File: config.mk
export PLATFORM = sky130hd
export DESIGN_NAME = pc_breakpoint_match_table_top
export DESIGN_NICKNAME = d
export VERILOG_FILES = /design/src/rtl/core/pbmt_pkg.sv /design/src/rtl/core/pbmt_entry_ram.sv /design/src/rtl/core/pbmt_ctrl.sv /design/src/rtl/core/pc_breakpoint_match_table_top.sv
export SDC_FILE = /design/constraint.sdc
export NUM_CORES = 1
export LEC_CHECK = 0
export ABC_AREA = 1
export ABC_CLOCK_PERIOD_IN_PS = 8900
export BUFFER_PORTS_ARGS = -buffer_cell sky130_fd_sc_hd__buf_2
export CAP_MARGIN = 40
export CORE_ASPECT_RATIO = 2
export CORE_MARGIN = 2
export CORE_UTILIZATION = 45
export DETAILED_ROUTE_END_ITERATION = 16
export GPL_TIMING_DRIVEN = 0
export SETUP_SLACK_MARGIN = 0.5
export SLEW_MARGIN = 20
export SYNTH_ARGS = -nofsm -noshare
export SYNTH_HDL_FRONTEND = slang
export SYNTH_SLANG_ARGS = --single-unit
export TNS_END_PERCENT = 20
File: constraint.sdc
create_clock -name clk_i -period 8.9 [get_ports clk_i]
set_input_delay 0 -clock clk_i [delete_from_list [all_inputs] [get_ports clk_i]]
set_output_delay 0 -clock clk_i [all_outputs]
set_load 0.02 [all_outputs]
File: src/rtl/core/pbmt_pkg.sv
// Shared constants, codes and types of the breakpoint match table.
package pbmt_pkg;

  localparam int unsigned TABLE_ENTRIES = 16;
  localparam int unsigned ADDRESS_BITS  = 32;

  // Stored key width: the 32-bit address field masked to ADDRESS_BITS.
  localparam int unsigned KEY_W = (ADDRESS_BITS < 32) ? ADDRESS_BITS : 32;
  localparam int unsigned IDX_W = (TABLE_ENTRIES > 1) ? $clog2(TABLE_ENTRIES) : 1;
  localparam int unsigned CNT_W = $clog2(TABLE_ENTRIES + 1);

  typedef enum logic [2:0] {
    CMD_TICK      = 3'd0,
    CMD_ADD       = 3'd1,
    CMD_REMOVE    = 3'd2,
    CMD_QUERY     = 3'd3,
    CMD_EXCEPTION = 3'd4,
    CMD_CLEAR     = 3'd5
  } cmd_e;

  typedef enum logic [1:0] {
    ST_OK        = 2'd0,
    ST_DUPLICATE = 2'd1,
    ST_NOT_FOUND = 2'd2,
    ST_FULL      = 2'd3
  } status_e;

  typedef enum logic [1:0] {
    S_IDLE,
    S_SCAN,
    S_FINISH
  } state_e;

  typedef struct packed {
    logic [KEY_W-1:0] key;
    logic             enabled;
    logic             hit;
  } entry_t;

  typedef struct packed {
    logic             we;
    logic [IDX_W-1:0] waddr;
    entry_t           wdata;
    logic             re;
    logic [IDX_W-1:0] raddr;
  } ram_req_t;

  typedef struct packed {
    logic    pause_request;
    status_e status;
    logic    present;
    logic    present_enabled;
  } result_t;

endpackage

File: src/rtl/core/pbmt_entry_ram.sv
// Entry store: one write port, one read port, registered read data.
module pbmt_entry_ram import pbmt_pkg::*; (
  input  logic     clk_i,
  input  ram_req_t req_i,
  output entry_t   rdata_o
);

  entry_t mem [TABLE_ENTRIES];
  entry_t rdata_q;

  always_ff @(posedge clk_i) begin
    if (req_i.we) begin
      mem[req_i.waddr] <= req_i.wdata;
    end
    if (req_i.re) begin
      rdata_q <= mem[req_i.raddr];
    end
  end

  assign rdata_o = rdata_q;

endmodule

File: src/rtl/core/pbmt_ctrl.sv
// Command sequencer: walks the entry store, updates hit marks, commits table changes.
module pbmt_ctrl import pbmt_pkg::*; (
  input  logic             clk_i,
  input  logic             rst_ni,
  input  logic             in_valid_i,
  output logic             in_ready_o,
  input  logic [2:0]       in_cmd_i,
  input  logic [KEY_W-1:0] in_key_i,
  input  logic             in_en_i,
  input  logic             boe_i,
  output logic             res_valid_o,
  input  logic             res_ready_i,
  output result_t          res_o,
  output ram_req_t         ram_req_o,
  input  entry_t           ram_rdata_i
);

  state_e             state_q, state_d;
  cmd_e               cmd_q, cmd_d;
  logic [KEY_W-1:0]   key_q, key_d;
  logic               en_q, en_d;
  logic [CNT_W-1:0]   cnt_q, cnt_d;
  logic               chk_q, chk_d;
  logic [IDX_W-1:0]   chk_idx_q, chk_idx_d;
  logic               found_q, found_d;
  logic [IDX_W-1:0]   found_idx_q, found_idx_d;
  logic               found_en_q, found_en_d;
  logic               free_q, free_d;
  logic [IDX_W-1:0]   free_idx_q, free_idx_d;
  logic               pause_q, pause_d;
  logic [TABLE_ENTRIES-1:0] valid_q, valid_d;

  logic scan_cmd, rd_issue, key_eq, ent_valid, commit;

  assign scan_cmd  = (in_cmd_i == CMD_TICK) || (in_cmd_i == CMD_ADD) ||
                     (in_cmd_i == CMD_REMOVE) || (in_cmd_i == CMD_QUERY);
  assign rd_issue  = (state_q == S_SCAN) && (cnt_q < CNT_W'(TABLE_ENTRIES));
  assign ent_valid = valid_q[chk_idx_q];
  assign key_eq    = (ram_rdata_i.key == key_q);
  assign commit    = (state_q == S_FINISH) && res_ready_i;

  // next state
  always_comb begin
    state_d = state_q;
    case (state_q)
      S_IDLE: begin
        if (in_valid_i) state_d = scan_cmd ? S_SCAN : S_FINISH;
      end
      S_SCAN: begin
        if (!rd_issue && !chk_q) state_d = S_FINISH;
      end
      S_FINISH: begin
        if (res_ready_i) state_d = S_IDLE;
      end
      default: state_d = S_IDLE;
    endcase
  end

  // datapath and outputs
  always_comb begin
    cmd_d       = cmd_q;
    key_d       = key_q;
    en_d        = en_q;
    cnt_d       = cnt_q;
    chk_d       = 1'b0;
    chk_idx_d   = chk_idx_q;
    found_d     = found_q;
    found_idx_d = found_idx_q;
    found_en_d  = found_en_q;
    free_d      = free_q;
    free_idx_d  = free_idx_q;
    pause_d     = pause_q;
    valid_d     = valid_q;

    ram_req_o.we    = 1'b0;
    ram_req_o.waddr = chk_idx_q;
    ram_req_o.wdata = ram_rdata_i;
    ram_req_o.re    = rd_issue;
    ram_req_o.raddr = cnt_q[IDX_W-1:0];

    in_ready_o  = (state_q == S_IDLE);
    res_valid_o = (state_q == S_FINISH);
    res_o       = '{pause_request: 1'b0, status: ST_OK, present: 1'b0,
                    present_enabled: 1'b0};

    case (state_q)
      S_IDLE: begin
        if (in_valid_i) begin
          cmd_d   = cmd_e'(in_cmd_i);
          key_d   = in_key_i;
          en_d    = in_en_i;
          cnt_d   = '0;
          found_d = 1'b0;
          free_d  = 1'b0;
          pause_d = 1'b0;
        end
      end
      S_SCAN: begin
        if (rd_issue) begin
          cnt_d     = cnt_q + CNT_W'(1);
          chk_d     = 1'b1;
          chk_idx_d = cnt_q[IDX_W-1:0];
        end
        if (chk_q) begin
          if (ent_valid && key_eq && !found_q) begin
            found_d     = 1'b1;
            found_idx_d = chk_idx_q;
            found_en_d  = ram_rdata_i.enabled;
          end
          if (!ent_valid && !free_q) begin
            free_d     = 1'b1;
            free_idx_d = chk_idx_q;
          end
          // hit-mark update; write-back slot trails the read slot by one
          if (cmd_q == CMD_TICK && ent_valid) begin
            if (key_eq && ram_rdata_i.enabled && !ram_rdata_i.hit) begin
              ram_req_o.we        = 1'b1;
              ram_req_o.wdata.hit = 1'b1;
              pause_d             = 1'b1;
            end else if (ram_rdata_i.hit && !key_eq) begin
              ram_req_o.we        = 1'b1;
              ram_req_o.wdata.hit = 1'b0;
            end
          end
        end
      end
      S_FINISH: begin
        case (cmd_q)
          CMD_TICK: res_o.pause_request = pause_q;
          CMD_ADD: begin
            if (found_q)      res_o.status = ST_DUPLICATE;
            else if (!free_q) res_o.status = ST_FULL;
            else              res_o.status = ST_OK;
          end
          CMD_REMOVE: res_o.status = found_q ? ST_OK : ST_NOT_FOUND;
          CMD_QUERY: begin
            res_o.status          = found_q ? ST_OK : ST_NOT_FOUND;
            res_o.present         = found_q;
            res_o.present_enabled = found_q && found_en_q;
          end
          CMD_EXCEPTION: res_o.pause_request = boe_i;
          default: ;
        endcase
        if (commit) begin
          case (cmd_q)
            CMD_ADD: begin
              if (!found_q && free_q) begin
                ram_req_o.we    = 1'b1;
                ram_req_o.waddr = free_idx_q;
                ram_req_o.wdata = '{key: key_q, enabled: en_q, hit: 1'b0};
                valid_d[free_idx_q] = 1'b1;
              end
            end
            CMD_REMOVE: if (found_q) valid_d[found_idx_q] = 1'b0;
            CMD_CLEAR:  valid_d = '0;
            default: ;
          endcase
        end
      end
      default: ;
    endcase
  end

  always_ff @(posedge clk_i or negedge rst_ni) begin
    if (!rst_ni) begin
      state_q <= S_IDLE;
      cnt_q   <= '0;
      chk_q   <= 1'b0;
      valid_q <= '0;
    end else begin
      state_q <= state_d;
      cnt_q   <= cnt_d;
      chk_q   <= chk_d;
      valid_q <= valid_d;
    end
  end

  always_ff @(posedge clk_i) begin
    cmd_q       <= cmd_d;
    key_q       <= key_d;
    en_q        <= en_d;
    chk_idx_q   <= chk_idx_d;
    found_q     <= found_d;
    found_idx_q <= found_idx_d;
    found_en_q  <= found_en_d;
    free_q      <= free_d;
    free_idx_q  <= free_idx_d;
    pause_q     <= pause_d;
  end

  // write-back never lands on the slot being read in the same cycle
  a_no_rw_overlap: assert property (@(posedge clk_i) disable iff (!rst_ni)
    (ram_req_o.we && ram_req_o.re) |-> (ram_req_o.waddr != ram_req_o.raddr))
    else $error("entry store read and write hit the same slot");

  a_cnt_range: assert property (@(posedge clk_i) disable iff (!rst_ni)
    cnt_q <= CNT_W'(TABLE_ENTRIES))
    else $error("scan counter past table end");

  a_clear_empties: assert property (@(posedge clk_i) disable iff (!rst_ni)
    (commit && cmd_q == CMD_CLEAR) |=> (valid_q == '0))
    else $error("clear left valid entries");

  a_scan_done: assert property (@(posedge clk_i) disable iff (!rst_ni)
    (state_q == S_SCAN && state_d == S_FINISH) |-> (cnt_q == CNT_W'(TABLE_ENTRIES)))
    else $error("scan ended before all slots were checked");

endmodule

File: src/rtl/core/pc_breakpoint_match_table_top.sv
// Top level of the breakpoint match table: stream ports, APB register, result register.
//
//  channel   dir  handshake                  contents
//  s_axis    in   tvalid/tready              tuser[2:0] command; tdata address, enable_bit
//  m_axis    out  tvalid/tready              tdata pause, status, present, present_enabled
//  apb       in   psel/penable (pready=1)    reg 0 at 0x0: break_on_exception
//
// Tick, add, remove and query walk the entry store one slot per cycle through its
// single read port. Exception, clear and unknown commands skip the walk.
// Reset clears the per-slot valid flops at once; no clearing pass is needed.
// A result waits in the output register while the next word is already taken;
// a held output stalls only the commit of the following word.
module pc_breakpoint_match_table_top import pbmt_pkg::*; (
  input  logic        clk_i,
  input  logic        rst_ni,
  // tdata: [31:0] address, [32] enable_bit, [39:33] zero
  input  logic [39:0] s_axis_tdata_i,
  // tuser: [2:0] command
  input  logic [2:0]  s_axis_tuser_i,
  input  logic        s_axis_tvalid_i,
  output logic        s_axis_tready_o,
  // tdata: [0] pause_request, [2:1] status, [3] present, [4] present_enabled, [7:5] zero
  output logic [7:0]  m_axis_tdata_o,
  output logic        m_axis_tvalid_o,
  input  logic        m_axis_tready_i,
  input  logic        psel_i,
  input  logic        penable_i,
  input  logic        pwrite_i,
  input  logic [2:0]  paddr_i,
  input  logic [31:0] pwdata_i,
  output logic [31:0] prdata_o,
  output logic        pready_o
);

  logic     boe_q, boe_d;
  logic     out_vld_q, out_vld_d;
  result_t  out_q, out_d;
  logic     res_valid, res_ready;
  result_t  res;
  ram_req_t ram_req;
  entry_t   ram_rdata;
  logic     cfg_wr;

  // register index is paddr[2]; low bits are the byte offset
  assign pready_o = 1'b1;
  assign cfg_wr   = psel_i && penable_i && pwrite_i && !paddr_i[2];
  assign prdata_o = paddr_i[2] ? 32'd0 : {31'd0, boe_q};
  assign boe_d    = cfg_wr ? pwdata_i[0] : boe_q;

  pbmt_ctrl u_ctrl (
    .clk_i       (clk_i),
    .rst_ni      (rst_ni),
    .in_valid_i  (s_axis_tvalid_i),
    .in_ready_o  (s_axis_tready_o),
    .in_cmd_i    (s_axis_tuser_i),
    .in_key_i    (s_axis_tdata_i[KEY_W-1:0]),
    .in_en_i     (s_axis_tdata_i[32]),
    .boe_i       (boe_q),
    .res_valid_o (res_valid),
    .res_ready_i (res_ready),
    .res_o       (res),
    .ram_req_o   (ram_req),
    .ram_rdata_i (ram_rdata)
  );

  pbmt_entry_ram u_ram (
    .clk_i   (clk_i),
    .req_i   (ram_req),
    .rdata_o (ram_rdata)
  );

  // output register: free, or being drained this cycle
  assign res_ready = !out_vld_q || m_axis_tready_i;

  always_comb begin
    out_vld_d = out_vld_q;
    out_d     = out_q;
    if (res_valid && res_ready) begin
      out_vld_d = 1'b1;
      out_d     = res;
    end else if (m_axis_tready_i) begin
      out_vld_d = 1'b0;
    end
  end

  always_ff @(posedge clk_i or negedge rst_ni) begin
    if (!rst_ni) begin
      boe_q     <= 1'b0;
      out_vld_q <= 1'b0;
    end else begin
      boe_q     <= boe_d;
      out_vld_q <= out_vld_d;
    end
  end

  always_ff @(posedge clk_i) begin
    out_q <= out_d;
  end

  assign m_axis_tvalid_o = out_vld_q;
  assign m_axis_tdata_o  = {3'd0, out_q.present_enabled, out_q.present, out_q.status,
                            out_q.pause_request};

  a_one_in_flight: assert property (@(posedge clk_i) disable iff (!rst_ni)
    (s_axis_tvalid_i && s_axis_tready_o) |=> !s_axis_tready_o)
    else $error("second word taken while one is in flight");

  a_no_overwrite: assert property (@(posedge clk_i) disable iff (!rst_ni)
    (out_vld_q && !m_axis_tready_i) |=> (out_vld_q && $stable(out_q)))
    else $error("held result overwritten");

  a_result_lands: assert property (@(posedge clk_i) disable iff (!rst_ni)
    (res_valid && res_ready) |=> out_vld_q)
    else $error("committed result not registered");

endmodule

==> flow_summary.yaml <==
run_status:
  run_status: "finished clean"
cts:
  ctsLongestPathBuffers: 3
  root_buffer: "sky130_fd_sc_hd__clkbuf_16"
  cts.sinks: 661
  path_clk_slew_ns: 0.07
  post_cts_resized: 0
  clkLatencyLatePin_ns: 0.63
  cts_buffers: 57
  cts_setup_buffers: 0
  max_h_tree_level: 2
  tritoncts: "yes"
cells_and_area:
  antenna_cells: 0
  layout_utilization_pct: 53.2
  ratio_of_cells_with_drive_above_1_in_the_final_layout_pct: 13.1
  syn2layout_area_growth_pct: 17.2
  layout.nets: 2370
critical_path:
  critical-path-top-delay-family: "simple AND/OR/NAND/NOR gates"
  reg2reg_from: "u_ctrl.key_q[9]"
  crit_path_start_kind: "register"
  startpoint: "u_ctrl.key_q[9]"
  critical_path_buf_inv_count: 1
  cp_max_fo: 18
  cp.arrival_ns: 4.37
  setup.reg_to_reg.worst_slack_ns: 4.83
  setup.worst_path.end_class: "register"
  crit_type: "register to register"
  cp_common_cell: "sky130_fd_sc_hd__nand2_1"
  critical_path.cell_chain: "xnor2_1, nand2_1, nor2_1, nand2_1, nor2_1, and2_1, nand2_1, nand2_1, nand2_1, nand2_2, nand3_1, nor2_4, buf_12"
  timing.critical_path.slowest_stage_cell: "sky130_fd_sc_hd__nor2_4"
  worst_path_largest_cell_delay_ns: 0.76
  cp.required_ns: 9.20
yosys:
  synth-seq-area-share_pct: 73.8
  synthesis.area_mm2: 0.0267
  post_synth_main_area_contributors: "sky130_fd_sc_hd__edfxtp_1, sky130_fd_sc_hd__o21ai_0, sky130_fd_sc_hd__nor2_1, sky130_fd_sc_hd__nand2_1, sky130_fd_sc_hd__dfrtp_1"
  netlist_instances: 2048
  ys_top_cells_by_count: "sky130_fd_sc_hd__edfxtp_1, sky130_fd_sc_hd__nor2_1, sky130_fd_sc_hd__o21ai_0, sky130_fd_sc_hd__nand2_1, sky130_fd_sc_hd__o22ai_1"
  synth_cell_types: 45
  yosys.cell_count.top_type: "sky130_fd_sc_hd__edfxtp_1"
  syn-mean-instance-area_um2: 13.0
  synth-main-ff-cell: "sky130_fd_sc_hd__edfxtp_1"
  synth-warning-count: 0
  synth_top_area_share_pct: 71.4
  synth_edf_count: 635
  largest_area_contributor_in_the_netlist: "sky130_fd_sc_hd__edfxtp_1"
  synth_seq_cells: 661
  postSynth.asyncResetShare_pct: 3.93
routing:
  antenna_left: 0
  detail_route.iter0.violations: 1974
  route.detailed.vias_per_inst: 5.92
  drcViolationCount: 0
  detail_route.wl_per_cell_um: 27.3
  first_pass_iters: 6
  vias: 18331
  routed_wl_um: 84500
sta:
  final_period_minus_worst_setup_slack_ns: 4.07
  unrepaired_setup_endpoints_after_global_routing: "no"
  finalClockSkew_ns: 0.0298
  totalNegativeSetupSlack_ns: 0
  maxClockFrequency_ghz: 0.246
  hold_ws_ns: 0.0848
  relSlewSlack_pct: 37.5
  final.period_utilization_pct: 45.7
  final.setup.worst_slack_ns: 4.83
  setup-violations-final: 0
  worst-slew-pin-transition_ns: 0.937
  finalHoldViolCount: 0
  finalMaxSlewViolations: 0
grt:
  initial_antenna_violation_count: 0
  largest_net_degree_at_the_start_of_global_routing: 38
  grt.total_usage_pct: 27.5
  first_pass_grt_wire_length_um: 120000
  remaining_global_route_overflow: 0
  grt_pass1_vias: 18484
floorplan:
  full_die_area_mm2: 0.0614
  std_cell_rows: 126
  fp.dieW_um: 176
  core_region_area_mm2: 0.0588
  die_height_um: 349
  io-pin-count: 128
  initial_core_util_pct: 45.4
power_and_ir_drop:
  power_per_cell_area_mw_per_mm2: 283
  static_leak_uw: 0.0106
  max-vdd-ir-drop_uv: 180
place:
  dp_hpwl_um: 57900
  place_congestion: 0.877
  place_ws_ns: 4.94
  port_buffers: 52
worst_hold_path:
  worstHoldPathType: "primary input to register"
  hold_path_startpoint: "s_axis_tdata_i[0]"
job:
  cap_viol_max_count: 0
[routing by layer]
layer	vias up	GRT usage [%]	wire, um
li1	7941	-	-
met1	8985	29.0	27800
met2	1040	48.7	43300
met3	365	3.93	5670
met4	0	21.8	7720
met5	-	0	0
[metrics by stage]
stage                     total power (uW)  cell area, um^2  instances
after floorplan                       5200            26800       2081
after global placement                6160            28100       2901
after detailed placement              6270            28900       2940
after CTS                             8810            31200       3092
after global routing                  9130            31300       3097
final                                 8850            31300       3097
[cells in the final DEF (no fill, tap or decap), types with 35 or more instances in the layout]
master,synthesis,routed
sky130_fd_sc_hd__o221ai_1,52,52
sky130_fd_sc_hd__o21ai_0,318,307
sky130_fd_sc_hd__nand2_1,181,181
sky130_fd_sc_hd__dlygate4sd3_1,0,44
sky130_fd_sc_hd__clkbuf_16,0,59
sky130_fd_sc_hd__buf_4,36,46
sky130_fd_sc_hd__buf_2,22,74
sky130_fd_sc_hd__o22ai_1,84,84
sky130_fd_sc_hd__conb_1,2,35
sky130_fd_sc_hd__inv_1,60,59
sky130_fd_sc_hd__edfxtp_1,635,635
sky130_fd_sc_hd__nor2_1,333,316
sky130_fd_sc_hd__clkbuf_1,83,95
sky130_fd_sc_hd__nand3_1,75,75
[path summary, 6_finish.rpt]
kind	endpoint	cells after the start
setup / recovery	u_ram.mem[14][21]	13
hold / removal	u_ctrl.key_q[0]	2
setup reg to reg	u_ram.mem[14][21]	13
hold reg to reg	u_ctrl.chk_idx_q[2]	0
max in group asynchronous	m_axis_tvalid_o	4
min in group asynchronous	u_ctrl.valid_q[10]	4
[final cells by class]
type,instances,area (um^2)
Buffer,150,748
Clock inverter,36,368
Multi-Input combinational cell,1202,6240
Fill cell,4804,27500
Clock buffer,71,1520
Sequential cell,661,19700
Tap cell,768,961
Inverter,68,260
Timing Repair Buffer,141,1480
[logic make-up after synthesis]
logic type | share of synthesized area [%]
xor+xnor | 0.689
fa+ha+maj | 0.187
other cells | 0.0281
buf+inv | 3.77
mux | 1.17
compound gates | 11.3
simple gates | 9.07
flops | 73.8
[flip-flops by register name (all words and copies together) (netlist names)]
signal	cells
u_ctrl.valid_q	16
u_ram.rdata_o	34
u_ctrl.pause_q	1
u_ctrl.key_q	32
u_ctrl.found_en_q	1
u_ctrl.chk_idx_q	4
u_ctrl.chk_q	1
u_ctrl.en_q	1
u_ctrl.cnt_q	5
m_axis_tvalid_o	1
u_ctrl.free_q	1
u_ctrl.state_q	2
u_ctrl.free_idx_q	4
u_ctrl.found_q	1
boe_q	1
u_ctrl.cmd_q	3
m_axis_tdata_o	5
u_ram.mem	544
u_ctrl.found_idx_q	4
[timing repair]
action                                  4_1_cts  5_1_grt
endpoints found under the setup margin        0        0
hold buffers                                 45        0
endpoints found under the hold margin        76        0
[where the power goes]
| part | internal [uW] | total [uW] | switching, uW |
|---|---|---|---|
| combinational | 631 | 2410 | 1780 |
| clock | 1420 | 2550 | 1130 |
| sequential | 3770 | 3890 | 113 |
| total | 5820 | 8850 | 3030 |
No activity file was read; power rests on OpenSTA's default activity.
